--- config.mk ---
export PLATFORM = sky130hd
export DESIGN_NAME = tabular_q_learning_step_unit
export DESIGN_NICKNAME = d
export VERILOG_FILES = /design/src/sv/qls_pkg.sv /design/src/sv/tabular_q_learning_step_unit.sv /design/src/sv/qls_front.sv /design/src/sv/qls_mod.sv /design/src/sv/qls_back.sv
export SDC_FILE = /design/constraint.sdc
export NUM_CORES = 2
export LEC_CHECK = 0
export BUFFER_PORTS_ARGS = -buffer_cell sky130_fd_sc_hd__buf_2
export CORE_ASPECT_RATIO = 0.7
export CORE_MARGIN = 3
export CORE_UTILIZATION = 61
export CTS_BUF_LIST = sky130_fd_sc_hd__clkbuf_8
export DETAILED_ROUTE_END_ITERATION = 16
export GPL_ROUTABILITY_DRIVEN = 0
export PLACE_DENSITY = 0.83
export SLEW_MARGIN = 0
export SYNTH_ARGS = -nofsm -noshare
export SYNTH_HDL_FRONTEND = slang
export SYNTH_SLANG_ARGS = --single-unit
--- constraint.sdc ---
create_clock -name clk_i -period 12.6 [get_ports clk_i]
set_input_delay 2.52 -clock clk_i [delete_from_list [all_inputs] [get_ports clk_i]]
set_output_delay 2.52 -clock clk_i [all_outputs]
set_load 0.02 [all_outputs]
--- src/sv/qls_pkg.sv ---
// ----------------------------------------------------------------------------
// qls_pkg
// Shared types and constants for the tabular q-learning step unit.
// ----------------------------------------------------------------------------
package qls_pkg;

  localparam int MaxStates = 8;
  localparam int SW        = $clog2(MaxStates);
  localparam int AW        = 2 * SW;
  localparam int Depth     = MaxStates * MaxStates;
  localparam int CntW      = $clog2(MaxStates + 1);
  localparam int FracBits  = 8;
  localparam int QW        = 12 + FracBits;
  localparam int RW        = 10;
  localparam int GainW     = 8;
  localparam int ProdW     = GainW + QW;
  localparam int RndW      = 16;
  localparam int FieldW    = 3;
  localparam int UsedW     = 4;

  localparam logic [QW-1:0] QMax = {QW{1'b1}};

  typedef enum logic [1:0] {
    KIND_WRITE = 2'd0,
    KIND_TRAIN = 2'd1,
    KIND_QUERY = 2'd2,
    KIND_PLACE = 2'd3
  } kind_e;

  localparam logic [1:0] CFG_GAIN = 2'd0;
  localparam logic [1:0] CFG_GOAL = 2'd1;
  localparam logic [1:0] CFG_USED = 2'd2;

  typedef struct packed {
    kind_e                kind;
    logic [FieldW-1:0]    state_index;
    logic [FieldW-1:0]    action_index;
    logic signed [RW-1:0] reward;
    logic [RndW-1:0]      pick_random;
    logic [RndW-1:0]      restart_random;
  } item_t;

  typedef struct packed {
    logic [GainW-1:0]  discount_gain;
    logic [FieldW-1:0] goal_state;
    logic [UsedW-1:0]  states_in_use;
  } cfg_t;

  typedef struct packed {
    logic              no_move_error;
    logic [QW-1:0]     best_q;
    logic [FieldW-1:0] top_action;
    logic              episode_done;
    logic [QW-1:0]     updated_q;
    logic [FieldW-1:0] taken_action;
  } res_t;

  typedef struct packed {
    logic  valid;
    item_t item;
  } qent_t;

endpackage

--- src/sv/tabular_q_learning_step_unit.sv ---
// ----------------------------------------------------------------------------
// tabular_q_learning_step_unit
// Tabular q-learning on a reward graph of up to eight states.
// ----------------------------------------------------------------------------
// Requests arrive on the s_axis channel (kind in tuser) and queue in a
// two-entry buffer, so the sender is held off only when that buffer is full.
// Each request gives exactly one result on m_axis; write and place requests
// give an all-zero result.
// Register writes come on the cfg channel, which is always ready; they must
// be made only while no request is in flight; the block itself does not enforce this.
// A query scans one q row at one entry a cycle; a training step scans
// the reward row, runs a bit-serial remainder to pick a move, scans the
// target row, then multiplies and adds, and runs a second remainder
// for the restart state when the goal is reached. Scans go through
// the single table read port.
// Reset puts the agent in state 1, clears the q table and fills the reward
// table with -1 through per-entry valid bits, so requests are taken at once.
// While a result waits for m_axis_tready, later requests still queue but
// are not executed.
// ----------------------------------------------------------------------------
module tabular_q_learning_step_unit (
  input  logic        clk_i,
  input  logic        rst_ni,
  input  logic        s_axis_tvalid,
  output logic        s_axis_tready,
  // state_index[2:0] action_index[5:3] reward[15:6] pick_random[31:16]
  // restart_random[47:32]
  input  logic [47:0] s_axis_tdata,
  // kind[1:0]
  input  logic [1:0]  s_axis_tuser,
  output logic        m_axis_tvalid,
  input  logic        m_axis_tready,
  // taken_action[2:0] updated_q[22:3] episode_done[23] top_action[26:24]
  // best_q[46:27] no_move_error[47]
  output logic [47:0] m_axis_tdata,
  input  logic        cfg_valid_i,
  output logic        cfg_ready_o,
  input  logic [1:0]  cfg_index_i,
  input  logic [7:0]  cfg_data_i
);
  import qls_pkg::*;

  cfg_t  cfg;
  qent_t head;
  logic  pop;
  res_t  res;

  qls_front u_front (
    .clk_i         (clk_i),
    .rst_ni        (rst_ni),
    .s_axis_tvalid (s_axis_tvalid),
    .s_axis_tready (s_axis_tready),
    .s_axis_tdata  (s_axis_tdata),
    .s_axis_tuser  (s_axis_tuser),
    .cfg_valid_i   (cfg_valid_i),
    .cfg_ready_o   (cfg_ready_o),
    .cfg_index_i   (cfg_index_i),
    .cfg_data_i    (cfg_data_i),
    .cfg_o         (cfg),
    .head_o        (head),
    .pop_i         (pop)
  );

  qls_back u_back (
    .clk_i         (clk_i),
    .rst_ni        (rst_ni),
    .cfg_i         (cfg),
    .head_i        (head),
    .pop_o         (pop),
    .m_axis_tvalid (m_axis_tvalid),
    .m_axis_tready (m_axis_tready),
    .res_o         (res)
  );

  assign m_axis_tdata = {res.no_move_error, res.best_q, res.top_action,
                         res.episode_done, res.updated_q, res.taken_action};

endmodule

--- src/sv/qls_front.sv ---
// ----------------------------------------------------------------------------
// qls_front
// Takes requests and register writes, decodes the kind and queues requests.
// ----------------------------------------------------------------------------
module qls_front (
  input  logic                   clk_i,
  input  logic                   rst_ni,
  input  logic                   s_axis_tvalid,
  output logic                   s_axis_tready,
  input  logic [47:0]            s_axis_tdata,
  input  logic [1:0]             s_axis_tuser,
  input  logic                   cfg_valid_i,
  output logic                   cfg_ready_o,
  input  logic [1:0]             cfg_index_i,
  input  logic [7:0]             cfg_data_i,
  output qls_pkg::cfg_t          cfg_o,
  output qls_pkg::qent_t         head_o,
  input  logic                   pop_i
);
  import qls_pkg::*;

  item_t       mem_q [2];
  logic        wp_q, wp_d, rp_q, rp_d;
  logic [1:0]  cnt_q, cnt_d;
  cfg_t        cfg_q, cfg_d;
  item_t       in_item;
  logic        push, pop;

  always_comb begin
    in_item.kind           = kind_e'(s_axis_tuser);
    in_item.state_index    = s_axis_tdata[2:0];
    in_item.action_index   = s_axis_tdata[5:3];
    in_item.reward         = s_axis_tdata[15:6];
    in_item.pick_random    = s_axis_tdata[31:16];
    in_item.restart_random = s_axis_tdata[47:32];
  end

  assign s_axis_tready = (cnt_q != 2'd2);
  assign push          = s_axis_tvalid && s_axis_tready;
  assign pop           = pop_i && (cnt_q != 2'd0);
  assign head_o.valid  = (cnt_q != 2'd0);
  assign head_o.item   = mem_q[rp_q];
  assign cfg_ready_o   = 1'b1;
  assign cfg_o         = cfg_q;

  always_comb begin
    wp_d  = push ? ~wp_q : wp_q;
    rp_d  = pop ? ~rp_q : rp_q;
    cnt_d = cnt_q + {1'b0, push} - {1'b0, pop};
    cfg_d = cfg_q;
    if (cfg_valid_i) begin
      unique case (cfg_index_i)
        CFG_GAIN: cfg_d.discount_gain = cfg_data_i;
        CFG_GOAL: cfg_d.goal_state    = cfg_data_i[FieldW-1:0];
        CFG_USED: cfg_d.states_in_use = cfg_data_i[UsedW-1:0];
        default:  cfg_d = cfg_q;
      endcase
    end
  end

  always_ff @(posedge clk_i or negedge rst_ni) begin
    if (!rst_ni) begin
      wp_q  <= 1'b0;
      rp_q  <= 1'b0;
      cnt_q <= 2'd0;
      cfg_q <= '{discount_gain: 8'd205, goal_state: 3'd5, states_in_use: 4'd6};
    end else begin
      wp_q  <= wp_d;
      rp_q  <= rp_d;
      cnt_q <= cnt_d;
      cfg_q <= cfg_d;
    end
  end

  always_ff @(posedge clk_i) begin
    if (push) begin
      mem_q[wp_q] <= in_item;
    end
  end

endmodule

--- src/sv/qls_mod.sv ---
// ----------------------------------------------------------------------------
// qls_mod
// Bit-serial remainder of a 16-bit value by a small divisor.
// ----------------------------------------------------------------------------
module qls_mod (
  input  logic                        clk_i,
  input  logic                        rst_ni,
  input  logic                        start_i,
  input  logic [qls_pkg::RndW-1:0]    num_i,
  input  logic [qls_pkg::CntW-1:0]    den_i,
  output logic                        done_o,
  output logic [qls_pkg::CntW-1:0]    rem_o
);
  import qls_pkg::*;

  localparam int StepW = $clog2(RndW + 1);

  logic [RndW-1:0]  num_q, num_d;
  logic [CntW-1:0]  den_q, den_d;
  logic [CntW-1:0]  rem_q, rem_d;
  logic [StepW-1:0] step_q, step_d;
  logic             busy_q, busy_d, done_q, done_d;
  logic [CntW:0]    trial;

  assign trial  = {rem_q, num_q[RndW-1]};
  assign done_o = done_q;
  assign rem_o  = rem_q;

  always_comb begin
    num_d  = num_q;
    den_d  = den_q;
    rem_d  = rem_q;
    step_d = step_q;
    busy_d = busy_q;
    done_d = 1'b0;
    if (start_i) begin
      num_d  = num_i;
      den_d  = den_i;
      rem_d  = '0;
      step_d = '0;
      busy_d = 1'b1;
    end else if (busy_q) begin
      num_d  = num_q << 1;
      rem_d  = (trial >= {1'b0, den_q}) ? CntW'(trial - {1'b0, den_q}) : CntW'(trial);
      step_d = step_q + 1'b1;
      if (step_q == StepW'(RndW - 1)) begin
        busy_d = 1'b0;
        done_d = 1'b1;
      end
    end
  end

  always_ff @(posedge clk_i or negedge rst_ni) begin
    if (!rst_ni) begin
      busy_q <= 1'b0;
      done_q <= 1'b0;
      step_q <= '0;
    end else begin
      busy_q <= busy_d;
      done_q <= done_d;
      step_q <= step_d;
    end
  end

  always_ff @(posedge clk_i) begin
    num_q <= num_d;
    den_q <= den_d;
    rem_q <= rem_d;
  end

endmodule

--- src/sv/qls_back.sv ---
// ----------------------------------------------------------------------------
// qls_back
// Executes queued requests against the reward and q tables.
// ----------------------------------------------------------------------------
module qls_back (
  input  logic              clk_i,
  input  logic              rst_ni,
  input  qls_pkg::cfg_t     cfg_i,
  input  qls_pkg::qent_t    head_i,
  output logic              pop_o,
  output logic              m_axis_tvalid,
  input  logic              m_axis_tready,
  output qls_pkg::res_t     res_o
);
  import qls_pkg::*;

  typedef enum logic [7:0] {
    S_IDLE  = 8'b0000_0001,
    S_RSCAN = 8'b0000_0010,
    S_PMOD  = 8'b0000_0100,
    S_ASCAN = 8'b0000_1000,
    S_MUL   = 8'b0001_0000,
    S_SUM   = 8'b0010_0000,
    S_RMOD  = 8'b0100_0000,
    S_QSCAN = 8'b1000_0000
  } state_e;

  state_e               st_q, st_d;
  item_t                it_q, it_d;
  logic [SW-1:0]        ag_q, ag_d, row_q, row_d, act_q, act_d;
  logic [CntW-1:0]      cnt_q, cnt_d, acnt_q, acnt_d, used;
  logic [MaxStates-1:0] mask_q, mask_d;
  logic [RW-1:0]        rrow_q [MaxStates];
  logic [RW-1:0]        rrow_d [MaxStates];
  logic [QW-1:0]        mx_q, mx_d;
  logic [ProdW-1:0]     prod_q, prod_d;
  logic                 ovld_q, ovld_d;
  res_t                 res_q, res_d;

  logic [RW-1:0]        rmem [Depth];
  logic [QW-1:0]        qmem [Depth];
  logic [Depth-1:0]     rval_q, qval_q;
  logic                 rd_en, pend_q;
  logic [AW-1:0]        raddr;
  logic [SW-1:0]        pidx_q;
  logic [RW-1:0]        rdat_q;
  logic [QW-1:0]        qdat_q;
  logic                 rv_q, qv_q;
  logic [RW-1:0]        rd_rew;
  logic [QW-1:0]        rd_q;
  logic                 rd_ok;

  logic                 rw_en, qw_en;
  logic [AW-1:0]        rw_addr, qw_addr;
  logic [QW-1:0]        qw_data;

  logic                 mstart, mdone;
  logic [RndW-1:0]      mnum;
  logic [CntW-1:0]      mden, mrem;

  logic [QW:0]          sum;
  logic [QW-1:0]        sat;
  logic                 scan_end, in_range_s;

  function automatic logic [SW-1:0] kth_set(logic [MaxStates-1:0] m, logic [CntW-1:0] k);
    logic [CntW-1:0] seen;
    logic [SW-1:0]   idx;
    seen = '0;
    idx  = '0;
    for (int i = 0; i < MaxStates; i++) begin
      if (m[i]) begin
        if (seen == k) idx = SW'(i);
        seen = seen + 1'b1;
      end
    end
    return idx;
  endfunction

  qls_mod u_mod (
    .clk_i   (clk_i),
    .rst_ni  (rst_ni),
    .start_i (mstart),
    .num_i   (mnum),
    .den_i   (mden),
    .done_o  (mdone),
    .rem_o   (mrem)
  );

  assign used = (cfg_i.states_in_use == '0) ? CntW'(1) :
                ({1'b0, cfg_i.states_in_use} > (UsedW+1)'(MaxStates)) ? CntW'(MaxStates) :
                CntW'(cfg_i.states_in_use);

  assign rd_rew   = rv_q ? rdat_q : {RW{1'b1}};
  assign rd_q     = qv_q ? qdat_q : '0;
  assign rd_ok    = !rd_rew[RW-1];
  assign scan_end = (cnt_q == used) && !pend_q;
  assign in_range_s = (32'(head_i.item.state_index) < MaxStates);

  assign prod_d = prod_q;
  assign sum    = {1'b0, QW'(rrow_q[act_q][RW-2:0]) << FracBits}
                + {1'b0, prod_q[ProdW-1:GainW]};
  assign sat    = sum[QW] ? QMax : sum[QW-1:0];

  assign m_axis_tvalid = ovld_q;
  assign res_o         = res_q;

  always_comb begin
    st_d    = st_q;
    it_d    = it_q;
    ag_d    = ag_q;
    row_d   = row_q;
    act_d   = act_q;
    cnt_d   = cnt_q;
    acnt_d  = acnt_q;
    mask_d  = mask_q;
    rrow_d  = rrow_q;
    mx_d    = mx_q;
    ovld_d  = ovld_q;
    res_d   = res_q;
    pop_o   = 1'b0;
    rd_en   = 1'b0;
    raddr   = {row_q, cnt_q[SW-1:0]};
    rw_en   = 1'b0;
    rw_addr = {it_q.state_index[SW-1:0], it_q.action_index[SW-1:0]};
    qw_en   = 1'b0;
    qw_addr = {ag_q, act_q};
    qw_data = sat;
    mstart  = 1'b0;
    mnum    = it_q.pick_random;
    mden    = acnt_q;

    if (ovld_q && m_axis_tready) ovld_d = 1'b0;

    if ((st_q == S_RSCAN || st_q == S_ASCAN || st_q == S_QSCAN) && cnt_q != used) begin
      rd_en = 1'b1;
      cnt_d = cnt_q + 1'b1;
    end

    unique case (st_q)
      S_IDLE: begin
        if (head_i.valid && !ovld_q) begin
          pop_o  = 1'b1;
          it_d   = head_i.item;
          res_d  = '0;
          cnt_d  = '0;
          acnt_d = '0;
          mask_d = '0;
          mx_d   = '0;
          unique case (head_i.item.kind)
            KIND_WRITE: ovld_d = 1'b1;
            KIND_PLACE: begin
              if (in_range_s) ag_d = head_i.item.state_index[SW-1:0];
              ovld_d = 1'b1;
            end
            KIND_QUERY: begin
              if (in_range_s) begin
                row_d   = head_i.item.state_index[SW-1:0];
                st_d    = S_QSCAN;
              end else begin
                ovld_d = 1'b1;
              end
            end
            KIND_TRAIN: begin
              row_d = ag_q;
              st_d  = S_RSCAN;
            end
            default: st_d = S_IDLE;
          endcase
        end
      end
      S_RSCAN: begin
        if (pend_q && rd_ok) begin
          mask_d[pidx_q] = 1'b1;
          rrow_d[pidx_q] = rd_rew;
          acnt_d = acnt_q + 1'b1;
        end
        if (scan_end) begin
          if (acnt_q == '0) begin
            res_d.no_move_error = 1'b1;
            ovld_d = 1'b1;
            st_d   = S_IDLE;
          end else begin
            mstart = 1'b1;
            st_d   = S_PMOD;
          end
        end
      end
      S_PMOD: begin
        if (mdone) begin
          act_d = kth_set(mask_q, mrem);
          row_d = kth_set(mask_q, mrem);
          cnt_d = '0;
          st_d  = S_ASCAN;
        end
      end
      S_ASCAN: begin
        if (pend_q && rd_ok && rd_q > mx_q) mx_d = rd_q;
        if (scan_end) st_d = S_MUL;
      end
      S_MUL: st_d = S_SUM;
      S_SUM: begin
        qw_en = 1'b1;
        res_d.taken_action = FieldW'(act_q);
        res_d.updated_q    = sat;
        if (FieldW'(act_q) == cfg_i.goal_state) begin
          res_d.episode_done = 1'b1;
          mstart = 1'b1;
          mnum   = it_q.restart_random;
          mden   = used;
          st_d   = S_RMOD;
        end else begin
          ag_d   = act_q;
          ovld_d = 1'b1;
          st_d   = S_IDLE;
        end
      end
      S_RMOD: begin
        mden = used;
        if (mdone) begin
          ag_d   = mrem[SW-1:0];
          ovld_d = 1'b1;
          st_d   = S_IDLE;
        end
      end
      S_QSCAN: begin
        if (pend_q && rd_q > res_q.best_q) begin
          res_d.best_q     = rd_q;
          res_d.top_action = FieldW'(pidx_q);
        end
        if (scan_end) begin
          ovld_d = 1'b1;
          st_d   = S_IDLE;
        end
      end
      default: st_d = S_IDLE;
    endcase

    if (st_q == S_IDLE && head_i.valid && !ovld_q && head_i.item.kind == KIND_WRITE
        && (32'(head_i.item.state_index) < MaxStates)
        && (32'(head_i.item.action_index) < MaxStates)) begin
      rw_en   = 1'b1;
      rw_addr = {head_i.item.state_index[SW-1:0], head_i.item.action_index[SW-1:0]};
    end
  end

  always_ff @(posedge clk_i or negedge rst_ni) begin
    if (!rst_ni) begin
      st_q   <= S_IDLE;
      ag_q   <= SW'(1);
      ovld_q <= 1'b0;
      pend_q <= 1'b0;
      rval_q <= '0;
      qval_q <= '0;
    end else begin
      st_q   <= st_d;
      ag_q   <= ag_d;
      ovld_q <= ovld_d;
      pend_q <= rd_en;
      if (rw_en) rval_q[rw_addr] <= 1'b1;
      if (qw_en) qval_q[qw_addr] <= 1'b1;
    end
  end

  always_ff @(posedge clk_i) begin
    it_q    <= it_d;
    row_q   <= row_d;
    act_q   <= act_d;
    cnt_q   <= cnt_d;
    acnt_q  <= acnt_d;
    mask_q  <= mask_d;
    rrow_q  <= rrow_d;
    mx_q    <= mx_d;
    prod_q  <= (st_q == S_MUL) ? ProdW'(cfg_i.discount_gain * mx_q) : prod_d;
    res_q   <= res_d;
    pidx_q  <= cnt_q[SW-1:0];
  end

  // table memories with registered read
  always_ff @(posedge clk_i) begin
    if (rw_en) rmem[rw_addr] <= head_i.item.reward;
    if (qw_en) qmem[qw_addr] <= qw_data;
    if (rd_en) begin
      rdat_q <= rmem[raddr];
      qdat_q <= qmem[raddr];
      rv_q   <= rval_q[raddr];
      qv_q   <= qval_q[raddr];
    end
  end

endmodule

==> metrics.txt <==
# TYPE chip_impl_metric gauge
chip_impl_info{name="run_status",value="finished, final reports clean"} 1
chip_impl_metric{name="crit_path_max_fanout",unit=""} 64
chip_impl_metric{name="setup_tns",unit="ns"} 0
chip_impl_info{name="cts_root_buf",value="sky130_fd_sc_hd__clkbuf_8"} 1
chip_impl_metric{name="viasPerCell",unit=""} 6.74
chip_impl_metric{name="core_region_area",unit="µm²"} 164000
chip_impl_metric{name="setup_viol_count_final",unit=""} 0
chip_impl_metric{name="largest_net_degree_at_the_start_of_global_routing",unit=""} 144
chip_impl_metric{name="post_cts_setup_driven_buffer_insertion_count",unit=""} 0
chip_impl_metric{name="peakVddDrop",unit="mV"} 0.463
chip_impl_metric{name="initial_cell_density_of_the_core",unit=""} 0.618
chip_impl_metric{name="route.detailed.drc",unit=""} 0
chip_impl_metric{name="min_period_over_period",unit=""} 0.474
chip_impl_metric{name="clock_path_buffers",unit=""} 4
chip_impl_metric{name="maxSlewHeadroom",unit=""} 0.0396
chip_impl_info{name="worst_hold_path.endpoint",value="u_back.rval_q[35]"} 1
chip_impl_metric{name="rr_worst_depth",unit=""} 15
chip_impl_info{name="min-delay-path-class",value="reg2reg"} 1
chip_impl_metric{name="cp_data_required_time",unit="ns"} 13.22
chip_impl_info{name="category_of_the_critical_setup_timing_path",value="reg2reg"} 1
chip_impl_metric{name="finalWirelength",unit="µm"} 258000
chip_impl_info{name="critical_path_cell_by_cell",value="nand2_1 > nor2_1 > a22oi_1 > nand4_1 > ha_1 > inv_1 > fa_1 > nor2b_1 > o21ai_0 > a21boi_0 > o21ai_0 > a21boi_0 > o21ai_0 > nor2_1 > or2_2"} 1
chip_impl_info{name="cell_with_the_most_instances_on_the_worst_path",value="sky130_fd_sc_hd__o21ai_0"} 1
chip_impl_info{name="hold_start",value="u_back.rval_q[35]"} 1
chip_impl_metric{name="grt_first_pass_wirelength",unit="µm"} 376000
chip_impl_metric{name="detailedPlacementHpwl",unit="µm"} 156000
chip_impl_metric{name="place.port_buffers",unit=""} 114
chip_impl_metric{name="finish.net_count",unit=""} 5753
chip_impl_info{name="netlist.top_cell.by_area",value="sky130_fd_sc_hd__edfxtp_1"} 1
chip_impl_metric{name="power_leakage",unit="nW"} 37.9
chip_impl_metric{name="mappedNetlistNets",unit=""} 5403
chip_impl_metric{name="final-max-slew-violation-count",unit=""} 0
chip_impl_metric{name="clkLatencyLatePin",unit="ns"} 1.09
chip_impl_metric{name="synth_enable_flop_cells",unit=""} 2287
chip_impl_metric{name="drt-wirelength-per-cell",unit="µm"} 32.5
chip_impl_metric{name="cts_num_sinks",unit=""} 2465
chip_impl_info{name="synth_commonest_cells",value="sky130_fd_sc_hd__edfxtp_1, sky130_fd_sc_hd__mux4_2, sky130_fd_sc_hd__nor2_1"} 1
chip_impl_metric{name="yosysUniqueCellTypes",unit=""} 82
chip_impl_metric{name="timing.final.crit_period",unit="ns"} 5.97
chip_impl_info{name="cts_tree",value="yes"} 1
chip_impl_info{name="worst_path_max_delay_cell",value="sky130_fd_sc_hd__or2_2"} 1
chip_impl_metric{name="postRouteAntennaNets",unit=""} 0
chip_impl_info{name="setup.worst_path.end_class",value="register"} 1
chip_impl_info{name="synth.most_common_cell",value="sky130_fd_sc_hd__edfxtp_1"} 1
chip_impl_info{name="ys_top_cells_by_area",value="sky130_fd_sc_hd__edfxtp_1, sky130_fd_sc_hd__mux4_2, sky130_fd_sc_hd__dfrtp_1, sky130_fd_sc_hd__fa_1, sky130_fd_sc_hd__ha_1"} 1
chip_impl_metric{name="worstPathArrival",unit="ns"} 6.59
chip_impl_metric{name="dieHeight",unit="µm"} 347
chip_impl_metric{name="syn-instance-count",unit=""} 5115
chip_impl_metric{name="die_w",unit="µm"} 493
chip_impl_metric{name="post_cts_resized",unit=""} 0
chip_impl_metric{name="cts_hold_repair.buffers",unit=""} 0
chip_impl_metric{name="ys_seq_area_frac",unit=""} 0.721
chip_impl_metric{name="drt_first_iter_violations",unit=""} 8936
chip_impl_metric{name="syn_avg_cell_area",unit="µm²"} 19.8
chip_impl_metric{name="htree_num_levels",unit=""} 5
chip_impl_info{name="worst_r2r_startpoint",value="u_back.act_q[0]"} 1
chip_impl_metric{name="tightest_slew",unit="ns"} 1.44
chip_impl_metric{name="antenna_found_initial",unit=""} 21
chip_impl_metric{name="yosys_warnings",unit=""} 0
chip_impl_metric{name="final-hold-violation-count",unit=""} 0
chip_impl_metric{name="clk_pin_slew_worst_paths",unit="ns"} 0.06
chip_impl_metric{name="die_area",unit="µm²"} 171000
chip_impl_metric{name="drt-pass1-iter-count",unit=""} 10
chip_impl_metric{name="synth_cell_area",unit="µm²"} 101000
chip_impl_metric{name="fin_worst_skew",unit="ns"} 0.103
chip_impl_metric{name="ys_ff_latch",unit=""} 2465
chip_impl_metric{name="ff2ff_setup_slack",unit="ns"} 6.63
chip_impl_metric{name="maxCapViolations",unit=""} 0
chip_impl_metric{name="timing.fmax",unit="MHz"} 167
chip_impl_metric{name="areaGrowthSynthToFinish",unit="%"} 10.1
chip_impl_info{name="worstReg2RegEnd",value="u_back.qmem[27][14]"} 1
chip_impl_info{name="most_instantiated_flip_flop_cell_in_the_synthesis_netlist",value="sky130_fd_sc_hd__edfxtp_1"} 1
chip_impl_info{name="start_kind",value="register"} 1
chip_impl_metric{name="cpPeakStageDelay",unit="ns"} 1.06
chip_impl_metric{name="drive_above_1_share",unit=""} 0.284
chip_impl_metric{name="rows",unit=""} 124
chip_impl_metric{name="synthArstFlopShare",unit=""} 0.0677
chip_impl_metric{name="tritoncts.num_buffers",unit=""} 364
chip_impl_metric{name="yosysTopAreaCellShare",unit=""} 0.677
chip_impl_metric{name="hold-path-cell-count",unit=""} 1
chip_impl_metric{name="fillCellCount",unit=""} 9610
chip_impl_metric{name="vias_in_the_first_global_route",unit=""} 53819
chip_impl_info{name="unrepaired_setup_endpoints_after_global_routing",value="false"} 1
chip_impl_metric{name="power_density",unit="nW/µm²"} 224
chip_impl_metric{name="overflow",unit=""} 0
chip_impl_metric{name="ios",unit=""} 116
chip_impl_metric{name="vias",unit=""} 53588
chip_impl_metric{name="grt_use_total",unit=""} 0.307
chip_impl_metric{name="worst_hold_slack",unit="ns"} 0.460
-- worst max-delay path by stage --
stage	from	to	slack, ns	cells after the start
floorplan	u_back.act_q[1]	u_back.qmem[0][16]	6.70	15
global placement	u_back.act_q[0]	u_back.qmem[29][14]	7.22	15
detailed placement	u_back.act_q[0]	u_back.qmem[62][14]	6.92	15
CTS	u_back.act_q[0]	u_back.qmem[27][14]	6.87	15
global route	u_back.act_q[0]	u_back.qmem[27][14]	6.36	15
finish	u_back.act_q[0]	u_back.qmem[27][14]	6.63	15
-- state kept, by name, summed over array words and instances, names as in the netlist, 10 cells and up --
signal and flops:
u_back.qmem 1280, u_back.rmem 640, u_front.mem_q 100, u_back.rrow_q 72
u_back.qval_q 64, u_back.rval_q 64, u_back.res_o 48, u_back.it_q 37
u_back.mx_q 20, u_back.prod_d 20, u_back.qdat_q 20, u_back.u_mod.num_q 16
u_front.cfg_o 15, u_back.rdat_q 10
-- critical path, delay by kind of cell (launching register included) --
kind	cells	cell delay [ns]
flops	1	0.64
simple gates	6	2.80
buf+inv	1	0.07
compound gates	6	1.38
fa+ha+maj	2	0.59
-- layout make-up --
type | instances | area (µm²) | share of cell area
flip-flops and latches | 2465 | 73100 | 0.655
multi-input cells | 2205 | 26900 | 0.241
clock buffers | 392 | 5400 | 0.0483
well taps | 2205 | 2760 | 0.0247
repair buffers | 215 | 1430 | 0.0128
clock inverters | 246 | 1210 | 0.0109
inverters | 214 | 806 | 0.00722
diodes | 9 | 22.5 | 0.000202
-- power breakdown --
part / internal, mW / switching [mW]
Sequential: 10.0 / 0.534
Combinational: 3.48 / 4.94
Clock: 3.02 / 2.99
-- logic make-up (layout without fill, tap and decap cells) --
family / count (synthesis) / after routing / share of synthesized area
muxes: 777 / 777 / 0.159
xor gates and xnor gates: 62 / 62 / 0.00573
other: 1 / 10 / 0.0000370
and+or+nand+nor: 873 / 873 / 0.0441
AOI/OAI and AO/OA: 269 / 269 / 0.0174
buffers and inverters: 445 / 1067 / 0.0176
adders and majority gates: 223 / 223 / 0.0356
DFF: 2465 / 2465 / 0.721
-- stage by stage --
step / utilization / instance area, µm² / power [mW] / worst slack (ns) / instances
2_1_floorplan: - / 101000 / 16.2 / 6.70 / 5115
3_3_place_gp: 0.640 / 105000 / 18.6 / 7.22 / 7303
3_5_place_dp: 0.640 / 105000 / 18.9 / 6.92 / 7303
4_1_cts: 0.680 / 112000 / 24.9 / 6.87 / 7941
5_1_grt: 0.680 / 112000 / 26.1 / 6.36 / 7943
6_report: 0.680 / 112000 / 25.0 / 6.63 / 7951
-- placed cells by master, fill, tap and decap left out, types with 94 or more instances in the layout --
master,instances
sky130_fd_sc_hd__clkbuf_8,393
sky130_fd_sc_hd__mux4_2,656
sky130_fd_sc_hd__ha_1,114
sky130_fd_sc_hd__fa_1,109
sky130_fd_sc_hd__buf_4,94
sky130_fd_sc_hd__buf_2,113
sky130_fd_sc_hd__or2_2,115
sky130_fd_sc_hd__edfxtp_1,2287
sky130_fd_sc_hd__nand2_1,152
sky130_fd_sc_hd__inv_1,326
sky130_fd_sc_hd__nor2_1,200
sky130_fd_sc_hd__and2_1,128
sky130_fd_sc_hd__dfrtp_1,155
-- per-layer routing --
metal,GRT usage,wire [µm]
met1,0.444,93500
met4,0.0951,8320
met5,0,128
met2,0.436,115000
met3,0.122,41300
No activity file was read; power rests on OpenSTA's default activity.
